--- config.mk ---
export PLATFORM = sky130hd
export DESIGN_NAME = latency_metric_hysteresis_trigger_flat
export DESIGN_NICKNAME = d
export VERILOG_FILES = /design/src/rtl/lmht_pkg.sv /design/src/rtl/lmht_if.sv /design/src/rtl/lmht_chan.sv /design/src/rtl/latency_metric_hysteresis_trigger.sv /design/src/flat_wrapper.sv
export SDC_FILE = /design/constraint.sdc
export NUM_CORES = 1
export LEC_CHECK = 0
export BUFFER_PORTS_ARGS = -buffer_cell sky130_fd_sc_hd__buf_2
export CAP_MARGIN = 20
export CORE_ASPECT_RATIO = 1.1
export CORE_MARGIN = 10
export CORE_UTILIZATION = 41
export DETAILED_ROUTE_END_ITERATION = 7
export HOLD_SLACK_MARGIN = 0.03
export SLEW_MARGIN = 20
export SYNTH_ARGS = -nofsm -noshare
export SYNTH_HDL_FRONTEND = slang
export SYNTH_SLANG_ARGS = --single-unit
--- constraint.sdc ---
create_clock -name clock -period 9.3 [get_ports clock]
set_input_delay 0.465 -clock clock [delete_from_list [all_inputs] [get_ports clock]]
set_output_delay 0.465 -clock clock [all_outputs]
set_load 0.1 [all_outputs]
--- src/rtl/lmht_pkg.sv ---
// ----------------------------------------------------------------------------
// lmht_pkg
// Types and constants shared by the latency metric hysteresis trigger.
// ----------------------------------------------------------------------------
package lmht_pkg;

   localparam int JITTER_W   = 20;
   localparam int COUNT_W    = 16;
   localparam int NOW_W      = 32;
   localparam int COOL_W     = 32;
   localparam int STREAK_W   = 8;
   localparam int CSR_DATA_W = 32;
   localparam int CSR_IDX_W  = 3;

   localparam logic [STREAK_W-1:0] STREAK_MAX = '1;

   localparam logic [JITTER_W-1:0] JITTER_TRIG_RST  = 20'd5000;
   localparam logic [JITTER_W-1:0] JITTER_REL_RST   = 20'd3000;
   localparam logic [COUNT_W-1:0]  SPIKE_TRIG_RST   = 16'd3;
   localparam logic [COUNT_W-1:0]  SPIKE_REL_RST    = 16'd1;
   localparam logic [COUNT_W-1:0]  MIGR_TRIG_RST    = 16'd1;
   localparam logic [COOL_W-1:0]   RESTRICT_COOL_RST = 32'd10000;
   localparam logic [COOL_W-1:0]   REPIN_COOL_RST    = 32'd3000;
   localparam logic [COOL_W-1:0]   STICKY_COOL_RST   = 32'd5000;

   typedef enum logic [CSR_IDX_W-1:0] {
      CSR_JITTER_TRIG   = 3'd0,
      CSR_JITTER_REL    = 3'd1,
      CSR_SPIKE_TRIG    = 3'd2,
      CSR_SPIKE_REL     = 3'd3,
      CSR_MIGR_TRIG     = 3'd4,
      CSR_RESTRICT_COOL = 3'd5,
      CSR_REPIN_COOL    = 3'd6,
      CSR_STICKY_COOL   = 3'd7
   } csr_index_type;

   typedef struct packed {
      logic [JITTER_W-1:0] jitter_us;
      logic [COUNT_W-1:0]  spike_count;
      logic [COUNT_W-1:0]  migration_count;
      logic                affinity_ok;
      logic [NOW_W-1:0]    now_ms;
   } req_word_type;

   typedef struct packed {
      logic restrict_up;
      logic repin_cmd;
      logic sticky_cmd;
      logic restrict_active;
      logic repin_active;
      logic sticky_active;
   } rsp_word_type;

   typedef struct packed {
      logic step;
      logic above;
      logic release_hit;
      logic fire_allow;
   } chan_ctl_type;

   typedef struct packed {
      logic cmd;
      logic active;
   } chan_stat_type;

endpackage

--- src/rtl/lmht_if.sv ---
// ----------------------------------------------------------------------------
// lmht_req_if / lmht_rsp_if
// Valid/ready channels carrying metric samples and trigger results.
// ----------------------------------------------------------------------------
interface lmht_req_if;
   logic                  valid;
   logic                  ready;
   lmht_pkg::req_word_type data;

   modport source (output valid, output data, input ready);
   modport sink   (input valid, input data, output ready);
endinterface

interface lmht_rsp_if;
   logic                  valid;
   logic                  ready;
   lmht_pkg::rsp_word_type data;

   modport source (output valid, output data, input ready);
   modport sink   (input valid, input data, output ready);
endinterface

--- src/rtl/lmht_chan.sv ---
// ----------------------------------------------------------------------------
// lmht_chan
// One hysteresis channel: saturating streak, debounce, cooldown, active flag.
// ----------------------------------------------------------------------------
module lmht_chan #(
   parameter int DEBOUNCE_CYCLES = 3,
   parameter int TIME_BITS       = 32
) (
   input  logic                              clock,
   input  logic                              reset,
   input  lmht_pkg::chan_ctl_type            ctl,
   input  logic [TIME_BITS-1:0]              now,
   input  logic [lmht_pkg::COOL_W-1:0]       cooldown,
   output lmht_pkg::chan_stat_type           stat
);

   localparam int CMP_W = (TIME_BITS > lmht_pkg::COOL_W) ? TIME_BITS : lmht_pkg::COOL_W;

   logic [lmht_pkg::STREAK_W-1:0] streak_ff, streak_in, streak_bump;
   logic                          flag_ff, flag_in;
   logic [TIME_BITS-1:0]          last_ff, last_in, elapsed_t;
   logic                          emitted_ff, emitted_in;
   logic                          cool_done, fire;

   always_comb begin
      streak_bump = (streak_ff == lmht_pkg::STREAK_MAX) ? streak_ff
                                                         : streak_ff + 1'b1;
      elapsed_t   = now - last_ff;
      cool_done   = !emitted_ff || (CMP_W'(elapsed_t) >= CMP_W'(cooldown));
      fire        = ctl.above && ctl.fire_allow && cool_done
                 && (streak_bump >= lmht_pkg::STREAK_W'(DEBOUNCE_CYCLES));
      streak_in   = streak_ff;
      flag_in     = flag_ff;
      last_in     = last_ff;
      emitted_in  = emitted_ff;
      priority if (ctl.above) begin
         streak_in = streak_bump;
         if (fire) begin
            flag_in    = 1'b1;
            last_in    = now;
            emitted_in = 1'b1;
         end
      end else if (ctl.release_hit) begin
         streak_in = '0;
         flag_in   = 1'b0;
      end else begin
         streak_in = streak_ff;
      end
      stat.cmd    = fire;
      stat.active = flag_in;
   end

   always_ff @(posedge clock) begin
      if (reset) begin
         streak_ff  <= '0;
         flag_ff    <= 1'b0;
         last_ff    <= '0;
         emitted_ff <= 1'b0;
      end else if (ctl.step) begin
         streak_ff  <= streak_in;
         flag_ff    <= flag_in;
         last_ff    <= last_in;
         emitted_ff <= emitted_in;
      end
   end

endmodule

--- src/rtl/latency_metric_hysteresis_trigger.sv ---
// ----------------------------------------------------------------------------
// latency_metric_hysteresis_trigger
// Three hysteresis channels (restrict, repin, sticky) driven by one metric
// sample per word, with debounce and per-channel cooldown.
//
//   port       dir   handshake      word
//   req_chan   in    valid/ready    jitter, spikes, migrations, affinity, time
//   rsp_chan   out   valid/ready    three command pulses, three active flags
//   csr_*      in    write enable   index 0..7, data up to 32 bits
//
// One word per cycle sustained while the sink takes results; each word passes
// through the input register, then the result register. The channel state
// updates as a word moves from the input register to the result register.
// A stalled result holds the input register; ready falls only when both
// registers are full and the sink is not taking. Synchronous reset clears
// the valid flags and channel state and loads the register defaults.
// ----------------------------------------------------------------------------
module latency_metric_hysteresis_trigger #(
   parameter int DEBOUNCE_CYCLES = 3,
   parameter int TIME_BITS       = 32
) (
   input  logic                                 clock,
   input  logic                                 reset,
   lmht_req_if.sink                             req_chan,
   lmht_rsp_if.source                           rsp_chan,
   input  logic                                 csr_we,
   input  logic [lmht_pkg::CSR_IDX_W-1:0]       csr_index,
   input  logic [lmht_pkg::CSR_DATA_W-1:0]      csr_wdata
);

   logic [lmht_pkg::JITTER_W-1:0] jitter_trig_ff, jitter_rel_ff;
   logic [lmht_pkg::COUNT_W-1:0]  spike_trig_ff, spike_rel_ff, migr_trig_ff;
   logic [lmht_pkg::COOL_W-1:0]   restrict_cool_ff, repin_cool_ff, sticky_cool_ff;

   logic                   in_valid_ff;
   lmht_pkg::req_word_type in_word_ff;
   logic                   out_valid_ff;
   lmht_pkg::rsp_word_type out_word_ff, out_word_in;

   logic                    advance;
   logic [TIME_BITS-1:0]    now_t;
   lmht_pkg::chan_ctl_type  restrict_ctl, repin_ctl, sticky_ctl;
   lmht_pkg::chan_stat_type restrict_stat, repin_stat, sticky_stat;

   // register file
   always_ff @(posedge clock) begin
      if (reset) begin
         jitter_trig_ff   <= lmht_pkg::JITTER_TRIG_RST;
         jitter_rel_ff    <= lmht_pkg::JITTER_REL_RST;
         spike_trig_ff    <= lmht_pkg::SPIKE_TRIG_RST;
         spike_rel_ff     <= lmht_pkg::SPIKE_REL_RST;
         migr_trig_ff     <= lmht_pkg::MIGR_TRIG_RST;
         restrict_cool_ff <= lmht_pkg::RESTRICT_COOL_RST;
         repin_cool_ff    <= lmht_pkg::REPIN_COOL_RST;
         sticky_cool_ff   <= lmht_pkg::STICKY_COOL_RST;
      end else if (csr_we) begin
         unique case (lmht_pkg::csr_index_type'(csr_index))
            lmht_pkg::CSR_JITTER_TRIG:   jitter_trig_ff   <= csr_wdata[lmht_pkg::JITTER_W-1:0];
            lmht_pkg::CSR_JITTER_REL:    jitter_rel_ff    <= csr_wdata[lmht_pkg::JITTER_W-1:0];
            lmht_pkg::CSR_SPIKE_TRIG:    spike_trig_ff    <= csr_wdata[lmht_pkg::COUNT_W-1:0];
            lmht_pkg::CSR_SPIKE_REL:     spike_rel_ff     <= csr_wdata[lmht_pkg::COUNT_W-1:0];
            lmht_pkg::CSR_MIGR_TRIG:     migr_trig_ff     <= csr_wdata[lmht_pkg::COUNT_W-1:0];
            lmht_pkg::CSR_RESTRICT_COOL: restrict_cool_ff <= csr_wdata[lmht_pkg::COOL_W-1:0];
            lmht_pkg::CSR_REPIN_COOL:    repin_cool_ff    <= csr_wdata[lmht_pkg::COOL_W-1:0];
            lmht_pkg::CSR_STICKY_COOL:   sticky_cool_ff   <= csr_wdata[lmht_pkg::COOL_W-1:0];
            default: ;
         endcase
      end
   end

   // advance the input word into the result register when it is free
   assign advance        = in_valid_ff && (!out_valid_ff || rsp_chan.ready);
   assign req_chan.ready = !in_valid_ff || advance;

   always_ff @(posedge clock) begin
      if (reset) begin
         in_valid_ff <= 1'b0;
      end else if (req_chan.ready) begin
         in_valid_ff <= req_chan.valid;
      end
   end

   always_ff @(posedge clock) begin
      if (req_chan.ready && req_chan.valid) begin
         in_word_ff <= req_chan.data;
      end
   end

   assign now_t = TIME_BITS'(in_word_ff.now_ms);

   always_comb begin
      restrict_ctl.step        = advance;
      restrict_ctl.above       = in_word_ff.jitter_us > jitter_trig_ff;
      restrict_ctl.release_hit = in_word_ff.jitter_us < jitter_rel_ff;
      restrict_ctl.fire_allow  = 1'b1;

      repin_ctl.step           = advance;
      repin_ctl.above          = in_word_ff.spike_count > spike_trig_ff;
      repin_ctl.release_hit    = in_word_ff.spike_count <= spike_rel_ff;
      repin_ctl.fire_allow     = in_word_ff.affinity_ok;

      sticky_ctl.step          = advance;
      sticky_ctl.above         = in_word_ff.migration_count > migr_trig_ff;
      sticky_ctl.release_hit   = in_word_ff.migration_count == '0;
      sticky_ctl.fire_allow    = 1'b1;
   end

   lmht_chan #(.DEBOUNCE_CYCLES(DEBOUNCE_CYCLES), .TIME_BITS(TIME_BITS)) u_restrict (
      .clock    (clock),
      .reset    (reset),
      .ctl      (restrict_ctl),
      .now      (now_t),
      .cooldown (restrict_cool_ff),
      .stat     (restrict_stat)
   );

   lmht_chan #(.DEBOUNCE_CYCLES(DEBOUNCE_CYCLES), .TIME_BITS(TIME_BITS)) u_repin (
      .clock    (clock),
      .reset    (reset),
      .ctl      (repin_ctl),
      .now      (now_t),
      .cooldown (repin_cool_ff),
      .stat     (repin_stat)
   );

   lmht_chan #(.DEBOUNCE_CYCLES(DEBOUNCE_CYCLES), .TIME_BITS(TIME_BITS)) u_sticky (
      .clock    (clock),
      .reset    (reset),
      .ctl      (sticky_ctl),
      .now      (now_t),
      .cooldown (sticky_cool_ff),
      .stat     (sticky_stat)
   );

   always_comb begin
      out_word_in.restrict_up     = restrict_stat.cmd;
      out_word_in.repin_cmd       = repin_stat.cmd;
      out_word_in.sticky_cmd      = sticky_stat.cmd;
      out_word_in.restrict_active = restrict_stat.active;
      out_word_in.repin_active    = repin_stat.active;
      out_word_in.sticky_active   = sticky_stat.active;
   end

   always_ff @(posedge clock) begin
      if (reset) begin
         out_valid_ff <= 1'b0;
      end else if (advance) begin
         out_valid_ff <= 1'b1;
      end else if (rsp_chan.ready) begin
         out_valid_ff <= 1'b0;
      end
   end

   always_ff @(posedge clock) begin
      if (advance) begin
         out_word_ff <= out_word_in;
      end
   end

   assign rsp_chan.valid = out_valid_ff;
   assign rsp_chan.data  = out_word_ff;

endmodule
--- src/flat_wrapper.sv ---
// flat-port wrapper written by rule: the top's interface ports become plain ports
module latency_metric_hysteresis_trigger_flat 
#(
   parameter int DEBOUNCE_CYCLES = 3,
   parameter int TIME_BITS       = 32
)
  (clock, reset, csr_we, csr_index, csr_wdata, req_chan_valid, req_chan_data, req_chan_ready, rsp_chan_valid, rsp_chan_data, rsp_chan_ready);
  lmht_req_if req_chan_i ();
  lmht_rsp_if rsp_chan_i ();
  input  logic clock;
  input  logic reset;
  input  logic csr_we;
  input  logic [lmht_pkg::CSR_IDX_W-1:0] csr_index;
  input  logic [lmht_pkg::CSR_DATA_W-1:0] csr_wdata;
  input wire logic [$bits(req_chan_i.valid)-1:0] req_chan_valid;
  input wire logic [$bits(req_chan_i.data)-1:0] req_chan_data;
  output wire logic [$bits(req_chan_i.ready)-1:0] req_chan_ready;
  output wire logic [$bits(rsp_chan_i.valid)-1:0] rsp_chan_valid;
  output wire logic [$bits(rsp_chan_i.data)-1:0] rsp_chan_data;
  input wire logic [$bits(rsp_chan_i.ready)-1:0] rsp_chan_ready;
  assign req_chan_i.valid = req_chan_valid;
  assign req_chan_i.data = req_chan_data;
  assign req_chan_ready = req_chan_i.ready;
  assign rsp_chan_valid = rsp_chan_i.valid;
  assign rsp_chan_data = rsp_chan_i.data;
  assign rsp_chan_i.ready = rsp_chan_ready;
  latency_metric_hysteresis_trigger #(.DEBOUNCE_CYCLES(DEBOUNCE_CYCLES), .TIME_BITS(TIME_BITS)) u_core (.clock(clock), .reset(reset), .req_chan(req_chan_i), .rsp_chan(rsp_chan_i), .csr_we(csr_we), .csr_index(csr_index), .csr_wdata(csr_wdata));
endmodule
Yosys cells after proc, flatten, opt, wreduce, memory -nomap -nowiden

Index checks and enable logic that the tools add are counted.

Flip-flop bits (word level): 403
Bits in latches: 0
Memory bits (writable): 0
ROM bits: 0
Input port bits: 125
Output and inout bits: 8
Logic and storage cells: 119
Memories: 0

Add/sub/neg operators: 6
Multipliers: 0
Div/mod/pow operators: 0
Magnitude comparators: 11
Equality and inequality tests: 10
Shift-type cells: 0
Multiplexer cells: 20
Bitwise logic cells: 0
Reduce and logical (&&, ||, !) cells: 39

Operators with widths:

| operator            | count |
|---|---|
| $ge 32x32->1        | 3 |
| $sub 32x32->32      | 3 |
| $mux 8              | 9 |
| $gt 16x16->1        | 2 |
| $add 8x1->8 const B | 3 |
| $eq 8x8->1 const B  | 3 |
| $ge 8x2->1 const B  | 3 |
| $reduce_and 2->1    | 11 |
| $gt 20x20->1        | 1 |
| $lt 20x20->1        | 1 |
| $le 16x16->1        | 1 |
| $logic_not 16->1    | 1 |
| $eq 3x3->1 const B  | 4 |
| $mux 1              | 11 |
| $logic_and 1x1->1   | 9 |
| $reduce_and 3->1    | 3 |
| $reduce_bool 2->1   | 4 |
| $eq 3x2->1 const B  | 2 |
| $logic_not 1->1     | 5 |
| $logic_or 1x1->1    | 5 |
| $eq 3x1->1 const B  | 1 |
| $logic_not 3->1     | 1 |

Depth between registers and ports, before layout

Word-level depth: 7
Depth in mapped cells: 24

Modules after synthesis

Synthesis repeated with hierarchy kept, for this count alone.

Cells, all modules: 2893
Area total of the unflattened synthesis: 25036.5 µm²

Modules (own cells, without submodules):

| module                            | times used | cells an instance | area each (µm²) |
|---|---|---|---|
| lmht_chan                         | 3          | 557               | 4476.8 |
| latency_metric_hysteresis_trigger | 1          | 1222              | 11606.1 |

Worst setup path before layout

Ideal clock, no wire load.

Path type: flip-flop to flip-flop
Start: register u_core.in_word_ff (netlist bit u_core.now_t[12])
End: register u_core.u_sticky.last_ff[1]
Setup time: 0.128 ns
Data arrival time: 4.552 ns
Setup slack: 4.620 ns
Stages on the path, launching flop included: 23
Buffers on the path: 2
Clock period less this slack: 4.680 ns
Cells stage by stage: edfxtp_1 ha_1 a21o_1 a21o_1 a221o_1 a31oi_1 o31a_1 nand2_1 a21o_1 a21oi_1 xnor2_1 ha_1 a21o_1 a21o_1 a21oi_1 o211a_1 a211oi_1 or3_1 nand4_1 buf_2 buf_4 mux2i_1 nor2_1

Longest elaborated chain between the ends: 6

RTL lines:

| element                    | line                                    | RTL |
|---|---|---|
| start: declaration         | latency_metric_hysteresis_trigger.sv:36 | `lmht_pkg::req_word_type in_word_ff;` |
| start signal: assignment   | latency_metric_hysteresis_trigger.sv:85 | `in_word_ff <= req_chan.data;` |
| $sub 32x32->32             | lmht_chan.sv:28                         | `elapsed_t = now - last_ff;` |
| $ge 32x32->1               | lmht_chan.sv:29                         | `cool_done = !emitted_ff \|\| (CMP_W'(elapsed_t) >= CMP_W'(cooldown));` |
| $logic_or 1x1->1           | lmht_chan.sv:29                         |  |
| $logic_and 1x1->1          | lmht_chan.sv:30                         | `fire = ctl.above && ctl.fire_allow && cool_done` |
| $logic_and 1x1->1          | lmht_chan.sv:31                         | `&& (streak_bump >= lmht_pkg::STREAK_W'(DEBOUNCE_CYCLES));` |
| $reduce_and 3->1 (no line) | --                                      |  |
| end signal: assignment     | lmht_chan.sv:62                         | `last_ff <= last_in;` |
| end: declaration           | lmht_chan.sv:21                         | `logic [TIME_BITS-1:0] last_ff, last_in, elapsed_t;` |

No other way between the ends.
A chain may end at the register's enable or synchronous reset.

Final worst setup path

Start: register u_core.in_word_ff (netlist bit u_core.now_t[14])
End: register u_core.u_sticky.last_ff[25]

The elaborated chain is that of the path after synthesis.

==> run metrics <==
post-synth top area cell=dfxtp_1; pwr dens=approximately 170 nW/µm²; asr flop ratio synth=0%; Synth Net Count=about 3,200; WL per Instance=around 18 µm; synth-to-layout area growth=15.0%; hpwl dp=~49,000 µm; CTS clk-pin slew, worst paths=around 60 ps; Final period util=roughly two thirds; largest net degree at the start of global routing=103; crit-path max cell delay=~630 ps; clock sink total=about 400; routed vias/inst=5.31; Worst-Margin Slew=about 1000 ps; layout net count=3,334; latest clock arrival within the worst-skew pair=about 590 ps; Netlist cell types=~70; RR Startpoint=u_core.now_t[14]; grt ovf=0; synthesis-stage register bit count=between 400 and 500; worst path cell trace=ha_1, and2_1, a311oi_1, or3b_1, o21ai_0, a311oi_1, a21bo_2, a41oi_1, o21bai_1, xor2_1, ha_1, nand4_1, nor4_1, nand2_1, a2111oi_0, or3_1, nand4_1, buf_4, mux2i_1, nor2_1; Leakage=11.2 nW; vias in the first global route=approximately 19,000; R2R setup slack=3040 ps; clk_skew=around 20 ps; Sum Neg Setup Slack=0 ps; R2R Path End=u_core.u_sticky.last_ff[25]; H-tree levels=2; critical path type=reg2reg; headroom to the max-slew limit=about a third; Synth Cell Area=around 24,000 µm²; unrepaired setup endpoints after global routing=no; die width=between 200 and 250 µm; Setup violations, final=0; VDD IR max=137 µV; Psw=1.31 mW; number of synthesized flops with an enable pin=91; Period minus WS final=roughly 6300 ps; CTS tree=yes; slowest cell on the critical path=nor4_1; Pint=approximately 3.3 mW; core area=~57,000 µm²; Worst setup SP type=flop; DP Cell Count=3,573; commonest non-fill, non-tap cell in the layout=nand2_1; non-filler cells in the finished layout=3,718; DRC viols=0; clock power share=41.7%; max-cap viol count=0; syn_area_per_cell=roughly 8.5 µm²; status=completed; Die H=between 200 and 300 µm; cts bufs inserted=47; Min Hold Slack=about 63 ps; r2r worst-path depth=20; Critical Path Fanout Max=30; initial antenna violation count=0; worst hold endpoint=u_core.now_t[30]; most frequent cells in the layout=nand2_1, dfxtp_1, a21oi_1, inv_1, ha_1; post-CTS sizing=0; die area=67,600 µm²; RD Place Congestion=0.900; Mapped Cells=about 2,800; Port-buffer cells=132; setup ws final=between 3000 and 4000 ps; Initial Util=41.3%; final non-filler cell area=between 20,000 and 30,000 µm²; CP Capture Type=flop; CTS root buffer=clkbuf_16; Hold Path Origin=req_chan_data[30]; leading cell types by total area after synthesis=dfxtp_1, ha_1, edfxtp_1, nand2_1, a21oi_1; Placed Area=about 25,000 µm²; ANT nets after route=0; global-route wire length before repair=roughly 100,000 µm; combinational power share=between 10% and 20%; CP required=approximately 9700 ps; Worst Setup SP=u_core.now_t[14]; Main synth FF type=dfxtp_1; GR Util All Layers=18.9%; drt pass-1 iters=6; Worst Hold Path Cells=1; I/O pin count=around 130; Final Hold Vio Count=0; maximum buffer depth of the clock tree=3; DR vias=between 15,000 and 20,000; Seq/Total Area, Yosys=between 30% and 40%; sequential share of power=between 40% and 50%; total number of yosys warnings=0; fmax=0.160 GHz; switching part of the total=roughly 28%; Min-Delay Path Class=in2reg; setup bufs post-CTS=0; Rows=92; Synth top area share=between 20% and 30%; share of cells above drive strength 1=8.26%; crit path DAT=~6700 ps; Final Slew Violations=0; drt total wl=around 66,000 µm; Iteration-0 DRC Markers=about 1,700; Setup WS pre-CTS=between 3000 and 4000 ps
==> registers in the layout (all words and copies together) (netlist names), 16 cells and up <==
register / cells
u_core.in_word_ff: 53
u_core.jitter_rel_ff: 20
u_core.jitter_trig_ff: 20
u_core.migr_trig_ff: 16
u_core.now_t: 32
u_core.repin_cool_ff: 32
u_core.restrict_cool_ff: 32
u_core.spike_rel_ff: 16
u_core.spike_trig_ff: 16
u_core.sticky_cool_ff: 32
u_core.u_repin.last_ff: 32
u_core.u_restrict.last_ff: 32
u_core.u_sticky.last_ff: 32
==> cell usage after synthesis (6+ instances only) <==
cell type,n
a31oi_1,23
o21ai_0,86
ha_1,279
a21oi_1,307
mux2i_1,96
nor4_1,10
o211ai_1,35
nand2b_1,20
clkbuf_2,16
clkbuf_1,76
nor2b_1,30
and2_1,14
a2111oi_0,8
o21a_1,21
nand3_1,49
o31a_1,6
nand4_1,41
xnor2_1,66
and3_1,21
edfxtp_1,91
buf_2,9
nor3_1,30
o21bai_1,15
inv_1,299
nor2_1,167
a211oi_1,16
a21o_1,97
and4_1,8
dfxtp_1,312
xor2_1,23
nand2_1,420
==> stage by stage <==
| stage | power (mW) | util [%] |
|---|---|---|
| floorplan | 2.48 | - |
| global placement | 2.70 | 43.6 |
| detailed placement | 2.73 | 43.6 |
| CTS | 4.70 | 47.4 |
| global route | 4.87 | 47.5 |
| finish | 4.66 | 47.5 |
==> kinds of logic after synthesis <==
kind of cell | after synthesis | synth area share [%]
mux | 96 | 4.07
compound gates | 671 | 17.4
flops | 403 | 38.0
simple gates | 832 | 15.6
fa+ha+maj | 282 | 15.0
buf+inv | 404 | 6.60
xor+xnor | 89 | 3.30
==> how the worst max path moves through the flow <==
stage	depth (start not counted)	slack, ps	endpoint
6_report	20	3040	u_core.u_sticky.last_ff[25]
5_1_grt	20	2700	u_core.u_sticky.last_ff[21]
4_1_cts	20	3080	u_core.u_sticky.last_ff[12]
3_5_place_dp	20	3080	u_core.u_sticky.last_ff[25]
3_3_place_gp	20	3290	u_core.u_sticky.last_ff[26]
2_1_floorplan	22	4620	u_core.u_sticky.last_ff[1]
==> timing repair <==
action	CTS	global route
hold buffers	56	0
endpoints found under the setup margin	0	0
endpoints found under the hold margin	56	0
==> layout make-up <==
type	count	area (µm²)
antenna	1	2.50
clock buffer	67	1360
clock inverter	20	260
fill	5489	30100
inverter	299	1120
multi-input combinational	1970	13100
sequential	403	8980
tap	752	941
timing repair buffer	206	1370
==> critical path: cells and delay by family, from the launching register on <==
kind,cells,cell delay (ps)
buffers and inverters,1,440
flip-flops,1,500
AND/OR/NAND/NOR,8,2070
adder cells (fa/ha/maj),2,700
XOR/XNOR,1,160
multiplexers,1,220
AO/OA/AOI/OAI,7,1990
==> power groups by stage <==
stage	clock (mW)	combinational, mW	sequential [mW]
final	1.94	0.813	1.90
after global routing	2.05	0.908	1.91
after CTS	1.99	0.809	1.90
after detailed placement	0	0.785	1.94
after global placement	0	0.761	1.94
after floorplan	0	0.536	1.94
==> layer usage <==
| metal | GRT usage [%] | part of all wire [%] | vias up |
|---|---|---|---|
| li1 | - | - | 9895 |
| met1 | 24.5 | 46 | 9310 |
| met2 | 32.3 | 48 | 457 |
| met3 | 2.08 | 4.0 | 93 |
| met4 | 6.55 | 2.7 | 0 |
| met5 | 0 | 0 | - |
No activity file was read; power rests on OpenSTA's default activity.
